--- config.mk ---
export PLATFORM = sky130hd
export DESIGN_NAME = uniform_grid_cell_binning_flat
export DESIGN_NICKNAME = d
export VERILOG_FILES = /design/src/sv/ugcb_pkg.sv /design/src/sv/ugcb_in_if.sv /design/src/sv/ugcb_out_if.sv /design/src/sv/ugcb_cfg_if.sv /design/src/sv/uniform_grid_cell_binning.sv /design/src/sv/ugcb_div.sv /design/src/sv/ugcb_dpath.sv /design/src/sv/ugcb_ctrl.sv /design/src/flat_wrapper.sv
export SDC_FILE = /design/constraint.sdc
export NUM_CORES = 1
export LEC_CHECK = 0
export ABC_CLOCK_PERIOD_IN_PS = 6650
export BUFFER_PORTS_ARGS = -buffer_cell sky130_fd_sc_hd__buf_4
export CAP_MARGIN = 0
export CORE_MARGIN = 2
export CORE_UTILIZATION = 50
export DETAILED_ROUTE_END_ITERATION = 12
export HOLD_SLACK_MARGIN = 0.06
export PLACE_DENSITY_LB_ADDON = 0.08
export SYNTH_ARGS = -nofsm -noshare
export SYNTH_HDL_FRONTEND = slang
export SYNTH_SLANG_ARGS = --single-unit
--- constraint.sdc ---
create_clock -name clk -period 6.65 [get_ports clk]
set_input_delay 0.3325 -clock clk [delete_from_list [all_inputs] [get_ports clk]]
set_output_delay 0.3325 -clock clk [all_outputs]
set_load 0.01 [all_outputs]
--- src/sv/ugcb_pkg.sv ---
`timescale 1ns / 1ps

package ugcb_pkg;

  localparam int MAX_ROWS_DEF = 64;

  localparam int REG_W   = 12;
  localparam int POS_W   = 16;
  localparam int EXT_W   = 15;
  localparam int KIND_W  = 2;
  localparam int IDX_W   = 2;
  localparam int CELL_W  = 24;
  localparam int CNT_W   = 12;

  // Box edges after widening; they span -65535 .. 65533.
  localparam int EDGE_W  = 18;
  localparam int MAG_W   = 17;

  localparam logic [REG_W-1:0] CELL_SIZE_RST   = 12'd32;
  localparam logic [REG_W-1:0] GRID_WIDTH_RST  = 12'd800;
  localparam logic [REG_W-1:0] GRID_HEIGHT_RST = 12'd600;

  localparam logic [IDX_W-1:0] REG_CELL_SIZE   = 2'd0;
  localparam logic [IDX_W-1:0] REG_GRID_WIDTH  = 2'd1;
  localparam logic [IDX_W-1:0] REG_GRID_HEIGHT = 2'd2;

  localparam logic [KIND_W-1:0] KIND_RECT   = 2'd0;
  localparam logic [KIND_W-1:0] KIND_CIRCLE = 2'd1;

  // Order in which the shared divider works through its six quotients.
  localparam int SEL_W = 3;
  localparam int NUM_DIV = 6;
  localparam logic [SEL_W-1:0] SEL_COLS   = 3'd0;
  localparam logic [SEL_W-1:0] SEL_ROWS   = 3'd1;
  localparam logic [SEL_W-1:0] SEL_LEFT   = 3'd2;
  localparam logic [SEL_W-1:0] SEL_RIGHT  = 3'd3;
  localparam logic [SEL_W-1:0] SEL_TOP    = 3'd4;
  localparam logic [SEL_W-1:0] SEL_BOTTOM = 3'd5;

  typedef struct packed {
    logic             load;
    logic             div_start;
    logic [SEL_W-1:0] div_sel;
    logic             clamp;
    logic             setup;
    logic             emit;
  } ugcb_cmd_t;

  typedef struct packed {
    logic bad;
    logic div_done;
    logic empty;
    logic out_free;
    logic last;
  } ugcb_stat_t;

endpackage

--- src/sv/ugcb_in_if.sv ---
`timescale 1ns / 1ps

interface ugcb_in_if;
  logic                             valid;
  logic                             ready;
  logic [ugcb_pkg::KIND_W-1:0]      shape_kind;
  logic signed [ugcb_pkg::POS_W-1:0] pos_x;
  logic signed [ugcb_pkg::POS_W-1:0] pos_y;
  logic [ugcb_pkg::EXT_W-1:0]       box_w;
  logic [ugcb_pkg::EXT_W-1:0]       box_h;
  logic [ugcb_pkg::EXT_W-1:0]       radius;

  modport source (output valid, shape_kind, pos_x, pos_y, box_w, box_h, radius,
                  input ready);
  modport sink (input valid, shape_kind, pos_x, pos_y, box_w, box_h, radius,
                output ready);
endinterface

--- src/sv/ugcb_out_if.sv ---
`timescale 1ns / 1ps

interface ugcb_out_if;
  logic                        valid;
  logic                        ready;
  logic [ugcb_pkg::CELL_W-1:0] first_cell;
  logic [ugcb_pkg::CNT_W-1:0]  cell_count;
  logic                        clipped;
  logic                        last_row;

  modport source (output valid, first_cell, cell_count, clipped, last_row,
                  input ready);
  modport sink (input valid, first_cell, cell_count, clipped, last_row,
                output ready);
endinterface

--- src/sv/ugcb_cfg_if.sv ---
`timescale 1ns / 1ps

interface ugcb_cfg_if;
  logic                       valid;
  logic                       ready;
  logic [ugcb_pkg::IDX_W-1:0] index;
  logic [ugcb_pkg::REG_W-1:0] data;

  modport source (output valid, index, data, input ready);
  modport sink (input valid, index, data, output ready);
endinterface

--- src/sv/uniform_grid_cell_binning.sv ---
`timescale 1ns / 1ps

// Uniform grid binning of one collider per request.
// in_ch carries a rectangle or a circle; the block bins its bounding box into the
// grid set up by cfg_ch (cell size, world width, world height) and sends one
// request on out_ch per covered grid row: first flat cell index, cell count,
// a clipped flag when rows past MAX_ROWS were dropped, and last_row on the final one.
// Unknown kinds, a zero cell size and boxes a cell or more off the grid give nothing.
// One item is worked on at a time; in_ch.ready is high only while the block is idle.
// Order of work: six quotients (columns, rows and four box edges) go one after
// another through a single restoring divider at one bit per cycle, then the box
// is clamped and the row generator is set up, and the rows follow one another
// without gaps while out_ch.ready is high.
// Results leave through an output register; while it holds a row and out_ch.ready
// is low the row generator waits and nothing is lost or repeated.
// cfg_ch is always ready and should be written only while the block is idle;
// index 3 is ignored. Reset (rst_n low, synchronous) restores cell size 32,
// width 800 and height 600 and empties the output register.

module uniform_grid_cell_binning #(
  parameter int MAX_ROWS = ugcb_pkg::MAX_ROWS_DEF
) (
  input logic        clk,
  input logic        rst_n,
  ugcb_in_if.sink    in_ch,
  ugcb_out_if.source out_ch,
  ugcb_cfg_if.sink   cfg_ch
);

  ugcb_pkg::ugcb_cmd_t  cmd;
  ugcb_pkg::ugcb_stat_t stat;

  assign cfg_ch.ready = 1'b1;

  ugcb_ctrl u_ctrl (
    .clk      (clk),
    .rst_n    (rst_n),
    .in_valid (in_ch.valid),
    .in_ready (in_ch.ready),
    .stat     (stat),
    .cmd      (cmd)
  );

  ugcb_dpath #(
    .MAX_ROWS (MAX_ROWS)
  ) u_dpath (
    .clk        (clk),
    .rst_n      (rst_n),
    .cmd        (cmd),
    .stat       (stat),
    .shape_kind (in_ch.shape_kind),
    .pos_x      (in_ch.pos_x),
    .pos_y      (in_ch.pos_y),
    .box_w      (in_ch.box_w),
    .box_h      (in_ch.box_h),
    .radius     (in_ch.radius),
    .cfg_we     (cfg_ch.valid),
    .cfg_index  (cfg_ch.index),
    .cfg_data   (cfg_ch.data),
    .out_valid  (out_ch.valid),
    .out_ready  (out_ch.ready),
    .first_cell (out_ch.first_cell),
    .cell_count (out_ch.cell_count),
    .clipped    (out_ch.clipped),
    .last_row   (out_ch.last_row)
  );

endmodule

--- src/sv/ugcb_div.sv ---
`timescale 1ns / 1ps

module ugcb_div #(
  parameter int NUM_W = 17,
  parameter int DEN_W = 12
) (
  input  logic             clk,
  input  logic             rst_n,
  input  logic             start,
  input  logic [NUM_W-1:0] num,
  input  logic [DEN_W-1:0] den,
  output logic             done,
  output logic [NUM_W-1:0] quo
);

  localparam int CW = (NUM_W > 1) ? $clog2(NUM_W) : 1;

  logic             busy_r, busy_nxt;
  logic             done_r, done_nxt;
  logic [CW-1:0]    cnt_r, cnt_nxt;
  logic [DEN_W-1:0] rem_r, rem_nxt;
  logic [NUM_W-1:0] quo_r, quo_nxt;
  logic [DEN_W-1:0] den_r, den_nxt;
  logic [DEN_W:0]   rem_sh;
  logic             ge;

  // Restoring division, one quotient bit per cycle, MSB first.
  assign rem_sh = {rem_r, quo_r[NUM_W-1]};
  assign ge     = rem_sh >= {1'b0, den_r};

  always_comb begin
    busy_nxt = busy_r;
    done_nxt = 1'b0;
    cnt_nxt  = cnt_r;
    rem_nxt  = rem_r;
    quo_nxt  = quo_r;
    den_nxt  = den_r;
    if (start) begin
      busy_nxt = 1'b1;
      cnt_nxt  = '0;
      rem_nxt  = '0;
      quo_nxt  = num;
      den_nxt  = den;
    end else if (busy_r) begin
      rem_nxt = ge ? DEN_W'(rem_sh - {1'b0, den_r}) : rem_sh[DEN_W-1:0];
      quo_nxt = {quo_r[NUM_W-2:0], ge};
      cnt_nxt = cnt_r + 1'b1;
      if (cnt_r == CW'(NUM_W - 1)) begin
        busy_nxt = 1'b0;
        done_nxt = 1'b1;
      end
    end
  end

  always_ff @(posedge clk) begin
    if (!rst_n) begin
      busy_r <= 1'b0;
      done_r <= 1'b0;
      cnt_r  <= '0;
    end else begin
      busy_r <= busy_nxt;
      done_r <= done_nxt;
      cnt_r  <= cnt_nxt;
    end
    rem_r <= rem_nxt;
    quo_r <= quo_nxt;
    den_r <= den_nxt;
  end

  assign done = done_r;
  assign quo  = quo_r;

endmodule

--- src/sv/ugcb_dpath.sv ---
`timescale 1ns / 1ps

module ugcb_dpath #(
  parameter int MAX_ROWS = ugcb_pkg::MAX_ROWS_DEF
) (
  input  logic                                clk,
  input  logic                                rst_n,
  input  ugcb_pkg::ugcb_cmd_t                 cmd,
  output ugcb_pkg::ugcb_stat_t                stat,
  // request payload
  input  logic [ugcb_pkg::KIND_W-1:0]         shape_kind,
  input  logic signed [ugcb_pkg::POS_W-1:0]   pos_x,
  input  logic signed [ugcb_pkg::POS_W-1:0]   pos_y,
  input  logic [ugcb_pkg::EXT_W-1:0]          box_w,
  input  logic [ugcb_pkg::EXT_W-1:0]          box_h,
  input  logic [ugcb_pkg::EXT_W-1:0]          radius,
  // configuration writes
  input  logic                                cfg_we,
  input  logic [ugcb_pkg::IDX_W-1:0]          cfg_index,
  input  logic [ugcb_pkg::REG_W-1:0]          cfg_data,
  // result register
  output logic                                out_valid,
  input  logic                                out_ready,
  output logic [ugcb_pkg::CELL_W-1:0]         first_cell,
  output logic [ugcb_pkg::CNT_W-1:0]          cell_count,
  output logic                                clipped,
  output logic                                last_row
);

  localparam int EW = ugcb_pkg::EDGE_W;
  localparam int MW = ugcb_pkg::MAG_W;
  localparam int RW = ugcb_pkg::REG_W;
  localparam int CNTW = ugcb_pkg::CNT_W;
  localparam int ROW_W = $clog2(MAX_ROWS + 1);
  localparam int NR_W = RW + 1;
  localparam int CELL_W_L = ugcb_pkg::CELL_W;

  // configuration registers
  logic [RW-1:0] cell_size_r, grid_width_r, grid_height_r;

  always_ff @(posedge clk) begin
    if (!rst_n) begin
      cell_size_r   <= ugcb_pkg::CELL_SIZE_RST;
      grid_width_r  <= ugcb_pkg::GRID_WIDTH_RST;
      grid_height_r <= ugcb_pkg::GRID_HEIGHT_RST;
    end else if (cfg_we) begin
      case (cfg_index)
        ugcb_pkg::REG_CELL_SIZE:   cell_size_r   <= cfg_data;
        ugcb_pkg::REG_GRID_WIDTH:  grid_width_r  <= cfg_data;
        ugcb_pkg::REG_GRID_HEIGHT: grid_height_r <= cfg_data;
        default: ;
      endcase
    end
  end

  // bounding box, held as left, right - 1, top, bottom - 1
  logic [ugcb_pkg::KIND_W-1:0] kind_r;
  logic signed [EW-1:0] left_r, rm1_r, top_r, bm1_r;
  logic signed [EW-1:0] px, py, ew, eh, er;

  assign px = EW'(pos_x);
  assign py = EW'(pos_y);
  assign ew = EW'({1'b0, box_w});
  assign eh = EW'({1'b0, box_h});
  assign er = EW'({1'b0, radius});

  always_ff @(posedge clk) begin
    if (cmd.load) begin
      kind_r <= shape_kind;
      if (shape_kind == ugcb_pkg::KIND_RECT) begin
        left_r <= px;
        rm1_r  <= px + ew - EW'(1);
        top_r  <= py;
        bm1_r  <= py + eh - EW'(1);
      end else begin
        left_r <= px - er;
        rm1_r  <= px + er - EW'(1);
        top_r  <= py - er;
        bm1_r  <= py + er - EW'(1);
      end
    end
  end

  // shared divider: magnitude in, sign restored afterwards (truncation toward zero)
  logic signed [EW-1:0] num_s;
  logic                 neg_r;
  logic [EW-1:0]        num_abs;
  logic                 div_done;
  logic [MW-1:0]        div_quo;
  logic signed [EW-1:0] quo_s;
  logic signed [EW-1:0] q_r [ugcb_pkg::NUM_DIV];

  always_comb begin
    case (cmd.div_sel)
      ugcb_pkg::SEL_COLS:   num_s = EW'({1'b0, grid_width_r});
      ugcb_pkg::SEL_ROWS:   num_s = EW'({1'b0, grid_height_r});
      ugcb_pkg::SEL_LEFT:   num_s = left_r;
      ugcb_pkg::SEL_RIGHT:  num_s = rm1_r;
      ugcb_pkg::SEL_TOP:    num_s = top_r;
      ugcb_pkg::SEL_BOTTOM: num_s = bm1_r;
      default:              num_s = '0;
    endcase
  end

  assign num_abs = num_s[EW-1] ? -num_s : num_s;

  always_ff @(posedge clk) begin
    if (cmd.div_start) begin
      neg_r <= num_s[EW-1];
    end
  end

  ugcb_div #(
    .NUM_W (MW),
    .DEN_W (RW)
  ) u_div (
    .clk   (clk),
    .rst_n (rst_n),
    .start (cmd.div_start),
    .num   (num_abs[MW-1:0]),
    .den   (cell_size_r),
    .done  (div_done),
    .quo   (div_quo)
  );

  assign quo_s = neg_r ? -EW'({1'b0, div_quo}) : EW'({1'b0, div_quo});

  always_ff @(posedge clk) begin
    if (div_done) begin
      q_r[cmd.div_sel] <= quo_s;
    end
  end

  // clamp to the grid
  logic [RW-1:0]        cols;
  logic signed [EW-1:0] cols_m1, rows_m1;
  logic signed [EW-1:0] x0_r, x1_r, y0_r, y1_r;

  assign cols    = q_r[ugcb_pkg::SEL_COLS][RW-1:0];
  assign cols_m1 = q_r[ugcb_pkg::SEL_COLS] - EW'(1);
  assign rows_m1 = q_r[ugcb_pkg::SEL_ROWS] - EW'(1);

  always_ff @(posedge clk) begin
    if (cmd.clamp) begin
      x0_r <= q_r[ugcb_pkg::SEL_LEFT][EW-1] ? '0 : q_r[ugcb_pkg::SEL_LEFT];
      x1_r <= (q_r[ugcb_pkg::SEL_RIGHT] > cols_m1) ? cols_m1 : q_r[ugcb_pkg::SEL_RIGHT];
      y0_r <= q_r[ugcb_pkg::SEL_TOP][EW-1] ? '0 : q_r[ugcb_pkg::SEL_TOP];
      y1_r <= (q_r[ugcb_pkg::SEL_BOTTOM] > rows_m1) ? rows_m1 : q_r[ugcb_pkg::SEL_BOTTOM];
    end
  end

  // row generator setup
  logic signed [EW-1:0] nrows_full;
  logic [NR_W-1:0]      nrows;
  logic                 clip_now;
  logic signed [EW-1:0] count_full;
  logic [CELL_W_L-1:0]  start_cell;

  logic [CELL_W_L-1:0]  cur_r;
  logic [CNTW-1:0]      count_r;
  logic                 clip_r;
  logic [ROW_W-1:0]     remain_r;

  assign nrows_full = y1_r - y0_r + EW'(1);
  assign nrows      = nrows_full[NR_W-1:0];
  assign clip_now   = nrows > NR_W'(MAX_ROWS);
  assign count_full = x1_r - x0_r + EW'(1);
  assign start_cell = CELL_W_L'(y0_r[RW-1:0]) * CELL_W_L'(cols) + CELL_W_L'(x0_r[RW-1:0]);

  always_ff @(posedge clk) begin
    if (cmd.setup) begin
      cur_r    <= start_cell;
      count_r  <= count_full[CNTW-1:0];
      clip_r   <= clip_now;
      remain_r <= clip_now ? ROW_W'(MAX_ROWS) : nrows[ROW_W-1:0];
    end else if (cmd.emit) begin
      cur_r    <= cur_r + CELL_W_L'(cols);
      remain_r <= remain_r - ROW_W'(1);
    end
  end

  // result register
  logic                 out_valid_r;
  logic [CELL_W_L-1:0]  first_cell_r;
  logic [CNTW-1:0]      cell_count_r;
  logic                 clipped_r;
  logic                 last_row_r;
  logic                 out_free;

  assign out_free = !out_valid_r || out_ready;

  always_ff @(posedge clk) begin
    if (!rst_n) begin
      out_valid_r <= 1'b0;
    end else if (cmd.emit) begin
      out_valid_r <= 1'b1;
    end else if (out_ready) begin
      out_valid_r <= 1'b0;
    end
    if (cmd.emit) begin
      first_cell_r <= cur_r;
      cell_count_r <= count_r;
      clipped_r    <= clip_r;
      last_row_r   <= remain_r == ROW_W'(1);
    end
  end

  assign out_valid  = out_valid_r;
  assign first_cell = first_cell_r;
  assign cell_count = cell_count_r;
  assign clipped    = clipped_r;
  assign last_row   = last_row_r;

  assign stat.bad      = (kind_r != ugcb_pkg::KIND_RECT && kind_r != ugcb_pkg::KIND_CIRCLE)
                         || cell_size_r == '0;
  assign stat.div_done = div_done;
  assign stat.empty    = (x0_r > x1_r) || (y0_r > y1_r);
  assign stat.out_free = out_free;
  assign stat.last     = remain_r == ROW_W'(1);

endmodule

--- src/sv/ugcb_ctrl.sv ---
`timescale 1ns / 1ps

module ugcb_ctrl (
  input  logic                 clk,
  input  logic                 rst_n,
  input  logic                 in_valid,
  output logic                 in_ready,
  input  ugcb_pkg::ugcb_stat_t stat,
  output ugcb_pkg::ugcb_cmd_t  cmd
);

  typedef enum logic [2:0] {
    S_IDLE,
    S_CHECK,
    S_GO,
    S_WAIT,
    S_CLAMP,
    S_SETUP,
    S_EMIT
  } state_t;

  state_t                     state_r, state_nxt;
  logic [ugcb_pkg::SEL_W-1:0] sel_r, sel_nxt;

  always_comb begin
    state_nxt     = state_r;
    sel_nxt       = sel_r;
    cmd           = '0;
    cmd.div_sel   = sel_r;
    in_ready      = 1'b0;
    case (state_r)
      S_IDLE: begin
        in_ready = 1'b1;
        if (in_valid) begin
          cmd.load  = 1'b1;
          state_nxt = S_CHECK;
        end
      end
      S_CHECK: begin
        sel_nxt   = ugcb_pkg::SEL_COLS;
        state_nxt = stat.bad ? S_IDLE : S_GO;
      end
      S_GO: begin
        cmd.div_start = 1'b1;
        state_nxt     = S_WAIT;
      end
      S_WAIT: begin
        if (stat.div_done) begin
          if (sel_r == ugcb_pkg::SEL_BOTTOM) begin
            state_nxt = S_CLAMP;
          end else begin
            sel_nxt   = sel_r + 1'b1;
            state_nxt = S_GO;
          end
        end
      end
      S_CLAMP: begin
        cmd.clamp = 1'b1;
        state_nxt = S_SETUP;
      end
      S_SETUP: begin
        cmd.setup = 1'b1;
        state_nxt = stat.empty ? S_IDLE : S_EMIT;
      end
      S_EMIT: begin
        if (stat.out_free) begin
          cmd.emit = 1'b1;
          if (stat.last) begin
            state_nxt = S_IDLE;
          end
        end
      end
      default: state_nxt = S_IDLE;
    endcase
  end

  always_ff @(posedge clk) begin
    if (!rst_n) begin
      state_r <= S_IDLE;
      sel_r   <= ugcb_pkg::SEL_COLS;
    end else begin
      state_r <= state_nxt;
      sel_r   <= sel_nxt;
    end
  end

endmodule
--- src/flat_wrapper.sv ---
// flat-port wrapper written by rule: the top's interface ports become plain ports
module uniform_grid_cell_binning_flat 
#(
  parameter int MAX_ROWS = ugcb_pkg::MAX_ROWS_DEF
)
  (clk, rst_n, in_ch_valid, in_ch_shape_kind, in_ch_pos_x, in_ch_pos_y, in_ch_box_w, in_ch_box_h, in_ch_radius, in_ch_ready, out_ch_valid, out_ch_first_cell, out_ch_cell_count, out_ch_clipped, out_ch_last_row, out_ch_ready, cfg_ch_valid, cfg_ch_index, cfg_ch_data, cfg_ch_ready);
  ugcb_in_if in_ch_i ();
  ugcb_out_if out_ch_i ();
  ugcb_cfg_if cfg_ch_i ();
  input logic clk;
  input logic rst_n;
  input wire logic [$bits(in_ch_i.valid)-1:0] in_ch_valid;
  input wire logic [$bits(in_ch_i.shape_kind)-1:0] in_ch_shape_kind;
  input wire logic [$bits(in_ch_i.pos_x)-1:0] in_ch_pos_x;
  input wire logic [$bits(in_ch_i.pos_y)-1:0] in_ch_pos_y;
  input wire logic [$bits(in_ch_i.box_w)-1:0] in_ch_box_w;
  input wire logic [$bits(in_ch_i.box_h)-1:0] in_ch_box_h;
  input wire logic [$bits(in_ch_i.radius)-1:0] in_ch_radius;
  output wire logic [$bits(in_ch_i.ready)-1:0] in_ch_ready;
  output wire logic [$bits(out_ch_i.valid)-1:0] out_ch_valid;
  output wire logic [$bits(out_ch_i.first_cell)-1:0] out_ch_first_cell;
  output wire logic [$bits(out_ch_i.cell_count)-1:0] out_ch_cell_count;
  output wire logic [$bits(out_ch_i.clipped)-1:0] out_ch_clipped;
  output wire logic [$bits(out_ch_i.last_row)-1:0] out_ch_last_row;
  input wire logic [$bits(out_ch_i.ready)-1:0] out_ch_ready;
  input wire logic [$bits(cfg_ch_i.valid)-1:0] cfg_ch_valid;
  input wire logic [$bits(cfg_ch_i.index)-1:0] cfg_ch_index;
  input wire logic [$bits(cfg_ch_i.data)-1:0] cfg_ch_data;
  output wire logic [$bits(cfg_ch_i.ready)-1:0] cfg_ch_ready;
  assign in_ch_i.valid = in_ch_valid;
  assign in_ch_i.shape_kind = in_ch_shape_kind;
  assign in_ch_i.pos_x = in_ch_pos_x;
  assign in_ch_i.pos_y = in_ch_pos_y;
  assign in_ch_i.box_w = in_ch_box_w;
  assign in_ch_i.box_h = in_ch_box_h;
  assign in_ch_i.radius = in_ch_radius;
  assign in_ch_ready = in_ch_i.ready;
  assign out_ch_valid = out_ch_i.valid;
  assign out_ch_first_cell = out_ch_i.first_cell;
  assign out_ch_cell_count = out_ch_i.cell_count;
  assign out_ch_clipped = out_ch_i.clipped;
  assign out_ch_last_row = out_ch_i.last_row;
  assign out_ch_i.ready = out_ch_ready;
  assign cfg_ch_i.valid = cfg_ch_valid;
  assign cfg_ch_i.index = cfg_ch_index;
  assign cfg_ch_i.data = cfg_ch_data;
  assign cfg_ch_ready = cfg_ch_i.ready;
  uniform_grid_cell_binning #(.MAX_ROWS(MAX_ROWS)) u_core (.clk(clk), .rst_n(rst_n), .in_ch(in_ch_i), .out_ch(out_ch_i), .cfg_ch(cfg_ch_i));
endmodule
==> results.py <==
metrics = {
    "synth": {
        "yosysSeqAreaShare_pct": 37.8,
        "netlist_instances": 3260,
        "avgSynthCellArea_um2": 9.81,
        "yosys.area.top_type_share_pct": 33.9,
        "synth-edff-count": 361,
        "synth_warnings": 0,
        "yosys-top-cells-area": "edfxtp_1, ha_1, fa_1, inv_1, dfxtp_1",
        "syn-num-nets": 3849,
        "netlist_area_mm2": 0.0320,
        "ys_types": 82,
        "synth_flop_cell": "edfxtp_1",
        "yosys_register_bits": 423,
        "yosys.area.top_type": "edfxtp_1",
        "async_flop_share_pct": 0,
    },
    "detailed_routing": {
        "drt-initial-drc-count": 1593,
        "postRouteWirelength_um": 81800,
        "ant_nets": 0,
        "drtPass1Iterations": 7,
        "viasPerCell": 5.50,
        "avgRoutedWirePerCell_um": 19.1,
        "drc_errors": 0,
        "num_vias": 23592,
    },
    "timing": {
        "rsz0062_at_grt": "false",
        "setup_violations": 0,
        "fmax_mhz": 163,
        "relSlewSlack_pct": 17.4,
        "setup_tns_ns": 0,
        "period_share_pct": 92.2,
        "slew_viol_final": 0,
        "fin_skew_ns": 0.0293,
        "hold_viol": 0,
        "fin_crit_ns": 6.13,
        "worst_slew_pin_slew_ns": 1.23,
    },
    "finish": {
        "syn_to_final_growth_pct": 11.6,
        "n_fill_cell": 5568,
        "stdcell_area_mm2": 0.0357,
        "diodes": 0,
        "nNetsFinal": 3993,
        "drive_gt1_share_pct": 8.22,
        "multiInputGateArea_mm2": 0.0176,
        "finalNonFillerCells": 4287,
        "regArea_mm2": 0.0121,
    },
    "floorplan": {
        "core_area_mm2": 0.0632,
        "io_pins": 139,
        "start_util_pct": 50.6,
        "num_rows": 92,
        "dieArea_mm2": 0.0660,
        "die_h_um": 257,
        "die_w_um": 257,
    },
    "place": {
        "dp_hpwl_um": 64300,
        "place.gp.congestion": 0.903,
        "portBuffers": 137,
        "placedCellCount": 4186,
        "placed_area_mm2": 0.0340,
    },
    "cts": {
        "h-tree-depth": 2,
        "insertion_delay_ns": 0.60,
        "clk_pin_slew_ns": 0.06,
        "cts-resized-gates": 0,
        "numCtsBuffers": 48,
        "cts_buffer_depth": 3,
        "holdBufCountCts": 14,
        "cts_tree": "built",
        "postCtsSetupBuffers": 0,
        "cts-root-buf": "clkbuf_16",
        "cts_sinks": 423,
    },
    "pwr": {
        "leakagePower_nw": 15.7,
        "cellPowerDensity_mw_per_mm2": 199,
        "ir_drop_mv": 0.195,
    },
    "global_route": {
        "grt_max_degree": 72,
        "grt_pass1_wl_um": 130000,
        "antenna_found_initial": 1,
        "grt_use_total_pct": 25.0,
        "first_global_vias": 24395,
        "overflow": 0,
    },
    "worst_setup_path": {
        "r2r-end": "u_core.u_dpath.cur_r[21]",
        "crit_arrival_ns": 6.47,
        "required_ns": 6.99,
        "startpoint": "u_core.u_dpath.q_r[0][1]",
        "crit_fanout": 13,
        "cp-start-kind": "register",
        "cp-endpoint": "u_core.u_dpath.cur_r[21]",
        "timing.rr.start": "u_core.u_dpath.q_r[0][1]",
        "r2r_slack_ns": 0.52,
        "worst-r2r-cell-count": 20,
        "end_kind": "register",
        "crit_type": "reg2reg",
    },
    "min_path": {
        "hp-class": "in2reg",
    },
    "run": {
        "drv_cap": 0,
    },
    "status": {
        "status": "completed",
    },
}
worst min path at each step:
| stage | slack (ns) | depth (start not counted) | end | startpoint |
|---|---|---|---|---|
| 6_report | 0.09 | 3 | u_core.u_dpath.top_r[13] | in_ch_pos_y[13] |
| 5_1_grt | 0.10 | 3 | u_core.u_dpath.top_r[14] | in_ch_pos_y[14] |
| 4_1_cts | 0.07 | 3 | u_core.u_dpath.top_r[13] | in_ch_pos_y[13] |
| 3_5_place_dp | 0.41 | 0 | u_core.u_dpath.cell_count[6] | u_core.u_dpath.count_r[6] |
| 3_3_place_gp | 0.41 | 0 | u_core.u_dpath.cell_count[5] | u_core.u_dpath.count_r[5] |
| 2_1_floorplan | 0.40 | 0 | u_core.u_dpath.cell_count[0] | u_core.u_dpath.count_r[0] |
metrics by stage:
step	worst slack, ns	hold slack, ns	total power (W)	util (%)
final	0.517	0.0923	0.00710	56.4
after global routing	0.0646	0.103	0.00745	56.4
after CTS	0.509	0.0717	0.00717	56.4
after detailed placement	0.533	0.405	0.00455	53.8
after global placement	0.614	0.406	0.00452	53.8
after floorplan	0.640	0.400	0.00414	-
report_power, final:
part | internal, W | leakage [nW] | switching [W]
clock network | 0.00149 | 0.756 | 0.00110
logic | 0.000565 | 11.1 | 0.000807
registers | 0.00305 | 3.80 | 0.0000848
synthesized netlist by cell type (8+ instances only):
cell type and count:
a22oi_1 14, a22o_1 10, o211ai_1 8, xnor2_1 120, nor2_1 183, o31ai_1 25, xor2_1 73, mux2i_1 53
dfxtp_1 62, clkbuf_1 78, nor4_1 14, nor3_1 64, nand2b_1 24, or3_1 24, inv_1 527, o21ai_0 139
o21a_1 27, a21boi_0 38, nor2b_1 67, fa_1 123, and3_1 16, edfxtp_1 361, a21o_1 50, a222oi_1 13
a21oi_1 139, o21bai_1 16, a31oi_1 11, a211oi_1 30, nand2_1 302, and2_1 60, nand4_1 21, ha_1 368
nand3_1 50, o41ai_1 13
flip-flops by register name, summed over array words and instances (netlist names), 3 cells and up:
signal,flops
u_core.u_dpath.u_div.quo,17
u_core.u_dpath.y1_r,18
u_core.u_ctrl.state_r,3
u_core.u_dpath.x0_r,17
u_core.u_dpath.top_r,17
u_core.u_dpath.rm1_r,18
u_core.u_dpath.q_r,108
u_core.u_dpath.u_div.den_r,12
u_core.u_dpath.bm1_r,18
u_core.u_dpath.grid_width_r,12
u_core.u_dpath.u_div.cnt_r,5
u_core.u_dpath.remain_r,7
u_core.u_dpath.x1_r,18
u_core.u_dpath.y0_r,17
u_core.u_dpath.u_div.rem_r,12
u_core.u_dpath.grid_height_r,12
u_core.u_dpath.count_r,12
u_core.u_dpath.cell_size_r,12
u_core.u_dpath.left_r,17
u_core.u_dpath.first_cell,24
u_core.u_ctrl.sel_r,3
u_core.u_dpath.cell_count,12
u_core.u_dpath.cur_r,24
per-layer routing:
layer	global-route usage, %	share of wire, %	vias up
li1	-	-	11457
met1	31.3	42	11442
met2	44.6	50	549
met3	2.22	3.8	144
met4	9.37	3.7	0
met5	0	0	-
cell type report:
type / instances / area share (%)
Clock buffer: 61 / 3.62
Clock inverter: 26 / 0.677
Inverter: 528 / 5.56
Multi-Input combinational cell: 2216 / 49.3
Sequential cell: 423 / 33.9
Tap cell: 846 / 2.97
Timing Repair Buffer: 187 / 4.03
worst max-delay path, cell delays in order, from the launching register on:
cell and delay, ns:
edfxtp_1 0.47, inv_1 0.39, nor2_1 0.13, fa_1 0.51
inv_1 0.05, fa_1 0.50, inv_1 0.05, fa_1 0.47
fa_1 0.49, inv_1 0.05, fa_1 0.52, inv_1 0.04
ha_1 0.33, o21ai_0 0.32, nor3_1 0.12, a211oi_1 0.42
a21oi_1 0.26, a211o_1 0.33, a21oi_1 0.17, xor2_1 0.16
mux2i_1 0.09
cell usage in the layout (no fill, tap or decap), types with 8 or more instances in the layout:
cell type / synthesis / routed
nand2b_1: 24 / 24
nand2_1: 302 / 302
nor2_1: 183 / 182
a22oi_1: 14 / 14
o21ai_0: 139 / 137
or3_1: 24 / 24
o211ai_1: 8 / 8
and2_1: 60 / 59
o31ai_1: 25 / 25
edfxtp_1: 361 / 361
nor4_1: 14 / 14
nor3_1: 64 / 59
inv_1: 527 / 527
clkinv_2: 0 / 10
fa_1: 123 / 123
mux2i_1: 53 / 53
xnor2_1: 120 / 120
a31oi_1: 11 / 11
dfxtp_1: 62 / 62
a21o_1: 50 / 50
buf_4: 1 / 173
o41ai_1: 13 / 13
a222oi_1: 13 / 13
nand3_1: 50 / 50
nand4_1: 21 / 21
a22o_1: 10 / 10
clkbuf_16: 0 / 48
ha_1: 368 / 368
clkbuf_1: 78 / 9
a21oi_1: 139 / 139
nor2b_1: 67 / 66
and3_1: 16 / 16
o21bai_1: 16 / 16
xor2_1: 73 / 73
dlygate4sd3_1: 0 / 14
a211oi_1: 30 / 29
o21a_1: 27 / 27
a21boi_0: 38 / 38
logic make-up (layout without fill, tap and decap cells):
kind of cell               count (synthesis)  after routing  synth area share (%)
AOI/OAI and AO/OA                        605            605                  12.5
adders and majority gates                491            491                  22.1
xor gates and xnor gates                 193            193                  5.29
muxes                                     58             58                  1.85
and+or+nand+nor                          868            868                  13.0
other                                      1              1                0.0117
buffers and inverters                    621            802                  7.40
DFF                                      423            423                  37.8
No activity file was read; power rests on OpenSTA's default activity.
